### config.mk
export PLATFORM = sky130hd
export DESIGN_NAME = tvri_ram
export DESIGN_NICKNAME = d
export VERILOG_FILES = /design/src/rtl/tile_video_register_interface_unit_defines.svh /design/src/rtl/tvri_ram.sv
export SDC_FILE = /design/constraint.sdc
export NUM_CORES = 2
export LEC_CHECK = 0
export BUFFER_PORTS_ARGS = -buffer_cell sky130_fd_sc_hd__buf_2
export CAP_MARGIN = 40
export CORE_MARGIN = 1.5
export CORE_UTILIZATION = 48
export DETAILED_ROUTE_END_ITERATION = 8
export PLACE_DENSITY = 0.76
export SLEW_MARGIN = 20
export SYNTH_ARGS = -nofsm -noshare
export SYNTH_HDL_FRONTEND = slang
export SYNTH_SLANG_ARGS = --single-unit
### constraint.sdc
create_clock -name i_clk -period 1.9 [get_ports i_clk]
set_input_delay 0 -clock i_clk [delete_from_list [all_inputs] [get_ports i_clk]]
set_output_delay 0 -clock i_clk [all_outputs]
set_load 0.005 [all_outputs]
### src/rtl/tile_video_register_interface_unit_defines.svh
// Assertion macros for the tile video register interface unit.
// Expects i_clk and i_rst_n in the scope of the including module.
`ifndef TILE_VIDEO_REGISTER_INTERFACE_UNIT_DEFINES_SVH
`define TILE_VIDEO_REGISTER_INTERFACE_UNIT_DEFINES_SVH

// check a condition on the same edge
`define TVRI_ASSERT_NOW(label, ante, cons, msg) \
    label: assert property (@(posedge i_clk) disable iff (!i_rst_n) (ante) |-> (cons)) \
        else $error(msg);

// check a condition on the next edge
`define TVRI_ASSERT_NEXT(label, ante, cons, msg) \
    label: assert property (@(posedge i_clk) disable iff (!i_rst_n) (ante) |=> (cons)) \
        else $error(msg);

`endif

### src/rtl/tvri_ram.sv
// Generic simple dual-port RAM: one write port, one registered read port.
// No dependencies.
module tvri_ram #(
    parameter int WIDTH = 8,
    parameter int DEPTH = 256
) (
    input  logic                     i_clk,
    input  logic                     i_we,
    input  logic [$clog2(DEPTH)-1:0] i_waddr,
    input  logic [WIDTH-1:0]         i_wdata,
    input  logic                     i_re,
    input  logic [$clog2(DEPTH)-1:0] i_raddr,
    output logic [WIDTH-1:0]         o_rdata
);
    logic [WIDTH-1:0] r_mem [DEPTH];
    logic [WIDTH-1:0] r_rdata;

    always_ff @(posedge i_clk) begin
        if (i_we) begin
            r_mem[i_waddr] <= i_wdata;
        end
        if (i_re) begin
            r_rdata <= r_mem[i_raddr];
        end
    end

    assign o_rdata = r_rdata;
endmodule

---- Word-level counts from Yosys, hierarchy flattened ----
Memories as Yosys holds them, arrays and structs flattened. A register that Yosys moved wholly into a read port is not among the register bits.
Cells that the tools add are included.
word-level totals
  bits in registers ....................... 0
  latch bits .............................. 0
  memory bits (writable) .................. 2,048
  ROM bits ................................ 0
  input bits .............................. 27
  output and inout port bits .............. 8
  logic and storage cells ................. 3
  memories ................................ 1
memories
  memory  words  width  rd ports  clocked after memory_dff  write ports  RTL line        text
  r_mem   256    8      1         1                         1            tvri_ram.sv:15  logic [WIDTH-1:0] r_mem [DEPTH];
operators by class
  add/subtract/negate cells ............... 0
  multipliers ............................. 0
  div/mod/pow operators ................... 0
  magnitude comparators ................... 0
  equality and inequality tests ........... 0
  shifts and indexed selects .............. 0
  muxes and demuxes ....................... 2
  bitwise operators ....................... 0
  reductions and logical operators ........ 0
operators by type and width
  kind    count
  $mux 1  2

---- Logic depth before layout (Yosys ltp) ----
  depth in word-level cells ............... 2
  gate-level depth with buffers ........... 11
  gate-level depth less buffers ........... 6

---- Worst setup path after synthesis ----
OpenSTA, ideal clock, no wires.
  path type ............................... in2reg
  start ................................... input port i_raddr[0]
  end ..................................... register r_rdata[2], in the netlist o_rdata[2], read port of r_mem (data pin)
  library setup time ...................... 0.269 ns
  arrival ................................. 1.807 ns
  required time ........................... 1.631 ns
  path slack .............................. -0.176 ns
  stages on the path ...................... 9
  path buffers ............................ 4
  cells stage by stage .................... buf_6 > buf_12 > buf_8 > buf_2 > mux4_2 > a22oi_1 > a21oi_1 > nor4_1 > nor4_2
RTL lines
  what             RTL line        text
  start, declared  tvri_ram.sv:12  input logic [$clog2(DEPTH)-1:0] i_raddr,
  end, declared    tvri_ram.sv:16  logic [WIDTH-1:0] r_rdata;

==> out/results.env <==
REMAINING_ANTENNA_VIOLATION_COUNT_AFTER_ROUTING=0
FINALMAXSLEWVIOLATIONS=0
POWER.DENSITY_CELL_AREA_nW_PER_UM2=996.8
DRT_FIRST_PASS_ITERS=5
SYNTHESIS.AREA_UM2=79640
POST_SYNTHESIS_SEQUENTIAL_ELEMENT_COUNT=2056
DIE_H_UM=410.3
FIRST_GLOBAL_VIAS=42907
POST-ROUTE-WORST-SETUP-SLACK_NS=-0.5318
FINAL_NETS=4497
POST_SYNTH.CELL_AREA_AVG_UM2=21.33
LEAKAGEPOWER_nW=30.84
NUMBER_OF_NETS_IN_THE_SYNTHESIZED_NETLIST=3760
FINALHOLDVIOLCOUNT=0
GRT_MAX_DEGREE=91
SYNTH.YOSYS.SEQ_AREA_SHARE_PCT=77.53
MAXCLOCKFREQUENCY_MHz=411.2
PATH_CLASS='reg2reg'
SYNTHESIS.YOSYS.WARNINGS=0
POST-CTS-SETUP-BUFFER-COUNT=0
RUN_STATUS='finished, violations left'
LAYOUT_MIN_CYCLE_TIME_NS=2.432
TIMING.FINAL.CRIT_SHARE_PCT=128.0
POST_SYNTH_NUM_CELL_TYPES=54
GATE_COUNT_AFTER_TECHNOLOGY_MAPPING=3733
SYNTHFLOPTYPE='sky130_fd_sc_hd__edfxtp_1'
HP-CLASS='in2reg'
CTS.SINKS=2056
CTS_TREE='built'
CRITICAL_PATH.STARTPOINT_TYPE='flop'
ANTENNA_FOUND_INITIAL=10
MAX_SLEW_MARGIN_PCT=44.26
IOS=35
ASYNC_FLOP_SHARE_PCT=0
INITIAL_CORE_UTIL_PCT=48.32
WORST-ENDPOINT-ARRIVAL_NS=3.01
CLOCK_LATENCY_NS=0.82
CRITPATHREQUIREDTIME_NS=2.48
DIE-WIDTH_UM=410.3
TIGHTESTPINTRANSITION_NS=0.8331
MAX-VDD-IR-DROP_V=0.0009495
GRTUSAGETOTAL_PCT=24.30
PORT_BUFFERS=34
DRT_ITER0_DRC=6706
FLOW.AREA_GROWTH_FROM_SYNTHESIS_PCT=19.14
SYNTH.TOP_CELL.AREA_SHARE_PCT=77.53
SYNTH_ENABLE_FLOP_CELLS=2056
OVERFLOW=0
SETUP_VIOL=8
FINAL_LAYOUT_SIZE_SUFFIX_GT1_SHARE_PCT=33.82
DRC=0
CTS_ROOT_BUFFER='sky130_fd_sc_hd__clkbuf_16'
DPL.HPWL_MM=127.4
DIE_AREA_UM2=168400
CLKSLEWWORSTSETUPHOLDPATHS_NS=0.07
YOSYSTOPAREACELL='sky130_fd_sc_hd__edfxtp_1'
DOMINANT_CELLS_BY_AREA_AFTER_SYNTHESIS='sky130_fd_sc_hd__edfxtp_1 (78%), sky130_fd_sc_hd__mux4_2 (13%), sky130_fd_sc_hd__mux2i_1 (1.7%)'
ROWS=149
TIMING.CRITICAL_PATH.TO_TYPE='flop'
FIN_AREA_UM2=94880
RSZ0062_AT_GRT='true'
DRT-VIAS-PER-INSTANCE=6.286
WL_PER_CELL_UM=30.06
HTREEDEPTH=4
GLOBALPLACE.CONGESTION=0.8907
GRT_FIRST_PASS_WIRELENGTH_MM=296.6
ROUTE.FINAL.WIRE_LENGTH_MM=205.1
FAILED_CHECKS='setup timing'
POST_ROUTE_SKEW_NS=0.03471
NUMCTSBUFFERS=197
CRITICAL_PATH.MAX_FANOUT=1
CORE-AREA_UM2=164800
VIAS=42896
CAP_VIOLATIONS=0
POST-ROUTE-UTIL_PCT=57.57
CTS_BUFFER_DEPTH=3
PLACE_AREA_UM2=87830
per-stage QoR:
stage	setup WS, ns	cells	hold WS (ns)	power [mW]	setup TNS (ns)
3_3_place_gp	-1.395	6441	0.4013	56.12	-8.431
6_report	-0.5318	6824	0.1620	94.57	-3.570
2_1_floorplan	-0.05740	3733	0.09887	53.52	-0.3484
5_1_grt	-0.5505	6824	0.1398	96.88	-3.879
3_5_place_dp	-1.257	6442	0.4107	56.24	-7.834
4_1_cts	-0.5299	6823	0.1231	94.75	-3.457
registers in the layout, indices dropped and copies added, names as in the netlist:
signal and count:
r_mem 2048, o_rdata 8
cell type report:
class,instances,area [um^2]
clock inverter,131,1282
timing repair buffer,771,7004
sequential,2056,61740
inverter,2,7.507
tap,2189,2739
antenna,1,2.502
fill,11481,69920
multi-input combinational,1442,16980
clock buffer,232,5125
worst paths after layout:
check	startpoint	endpoint	slack [ns]	cells past startpoint
worst max-delay path	r_mem[130][7]$_DFFE_PP_	o_rdata[7]$_DFFE_PP_	-0.53	7
worst min-delay path	i_wdata[0]	r_mem[81][0]$_DFFE_PP_	0.16	2
worst max register to register	r_mem[130][7]$_DFFE_PP_	o_rdata[7]$_DFFE_PP_	-0.53	7
worst min register to register	r_mem[32][5]$_DFFE_PP_	o_rdata[5]$_DFFE_PP_	1.17	7
worst max-delay path: stages, from the launching register on:
cell and delay [ns]:
sky130_fd_sc_hd__edfxtp_1 0.42, sky130_fd_sc_hd__mux4_2 0.51, sky130_fd_sc_hd__mux4_2 0.51, sky130_fd_sc_hd__nor2_4 0.15
sky130_fd_sc_hd__a2111oi_2 0.07, sky130_fd_sc_hd__nor3_2 0.29, sky130_fd_sc_hd__buf_4 0.19, sky130_fd_sc_hd__nor4_1 0.05
synthesized netlist by cell type, types with 16 or more instances:
| cell type | instances |
|---|---|
| sky130_fd_sc_hd__a211oi_1 | 16 |
| sky130_fd_sc_hd__a21oi_1 | 96 |
| sky130_fd_sc_hd__a22oi_1 | 133 |
| sky130_fd_sc_hd__buf_1 | 22 |
| sky130_fd_sc_hd__buf_2 | 31 |
| sky130_fd_sc_hd__buf_4 | 27 |
| sky130_fd_sc_hd__buf_6 | 21 |
| sky130_fd_sc_hd__clkbuf_1 | 111 |
| sky130_fd_sc_hd__edfxtp_1 | 2056 |
| sky130_fd_sc_hd__mux2i_1 | 134 |
| sky130_fd_sc_hd__mux4_2 | 454 |
| sky130_fd_sc_hd__nand2_1 | 33 |
| sky130_fd_sc_hd__nand3_1 | 34 |
| sky130_fd_sc_hd__nor2_1 | 282 |
| sky130_fd_sc_hd__nor2b_1 | 31 |
| sky130_fd_sc_hd__nor3_1 | 22 |
| sky130_fd_sc_hd__nor4_1 | 24 |
| sky130_fd_sc_hd__o221ai_1 | 46 |
| sky130_fd_sc_hd__o22ai_1 | 28 |
kinds of logic (layout without fill, tap and decap cells):
group,after synthesis,in the layout,share of synthesized area [%]
buffers and inverters,235,1136,1.829
flip-flops,2056,2056,77.53
multiplexers,591,591,14.60
other,0,1,0
AO/OA/AOI/OAI,385,385,3.416
AND/OR/NAND/NOR,466,466,2.625
metal layers:
metal	vias to the layer above	routed length, um	global-route usage (%)
met4	4	7425	9.227
met1	22298	75320	33.28
met3	449	23400	5.272
met2	2955	98980	38.45
li1	17190	-	-
met5	-	24	0
placed cells by master, fill, tap and decap left out, types with 6 or more instances in the layout:
master                          instances
sky130_fd_sc_hd__clkbuf_8               6
sky130_fd_sc_hd__clkbuf_16            200
sky130_fd_sc_hd__o22ai_1               28
sky130_fd_sc_hd__nor2_1               276
sky130_fd_sc_hd__edfxtp_1            2056
sky130_fd_sc_hd__buf_12                92
sky130_fd_sc_hd__and2_1                 6
sky130_fd_sc_hd__a221oi_1               8
sky130_fd_sc_hd__nor4_2                10
sky130_fd_sc_hd__nand2_1               33
sky130_fd_sc_hd__o211ai_1              10
sky130_fd_sc_hd__a21oi_1               94
sky130_fd_sc_hd__nand4_1               10
sky130_fd_sc_hd__clkbuf_1              32
sky130_fd_sc_hd__buf_4                625
sky130_fd_sc_hd__o221ai_1              44
sky130_fd_sc_hd__nor3_2                 8
sky130_fd_sc_hd__o21ai_0               10
sky130_fd_sc_hd__a211oi_2              11
sky130_fd_sc_hd__clkinv_2              38
sky130_fd_sc_hd__buf_2                 23
sky130_fd_sc_hd__nor2b_1               24
sky130_fd_sc_hd__clkinv_1              51
sky130_fd_sc_hd__nor2b_4                7
sky130_fd_sc_hd__nor4_4                 7
sky130_fd_sc_hd__dlygate4sd3_1         19
sky130_fd_sc_hd__a22oi_1              128
sky130_fd_sc_hd__nor4_1                10
sky130_fd_sc_hd__nor2_4                 6
sky130_fd_sc_hd__mux4_2               454
sky130_fd_sc_hd__mux2i_1              134
sky130_fd_sc_hd__nor3_1                12
sky130_fd_sc_hd__a22o_1                 8
sky130_fd_sc_hd__nand3_1               34
sky130_fd_sc_hd__nand2b_1               8
sky130_fd_sc_hd__bufinv_16             20
power by group:
part / internal, mW / switching (mW) / leakage (nW)
clock network: 22.1 / 16.9 / 3.13
logic: 2.26 / 3.23 / 9.22
registers: 50.0 / 0.0727 / 18.5
what timing repair did:
item	CTS	global route
hold buffers	19	0
endpoints found under the setup margin	8	8
hold endpoints to repair	1598	0
resized for setup	45	32
pin swaps	11	23
No activity file was read; power rests on OpenSTA's default activity.
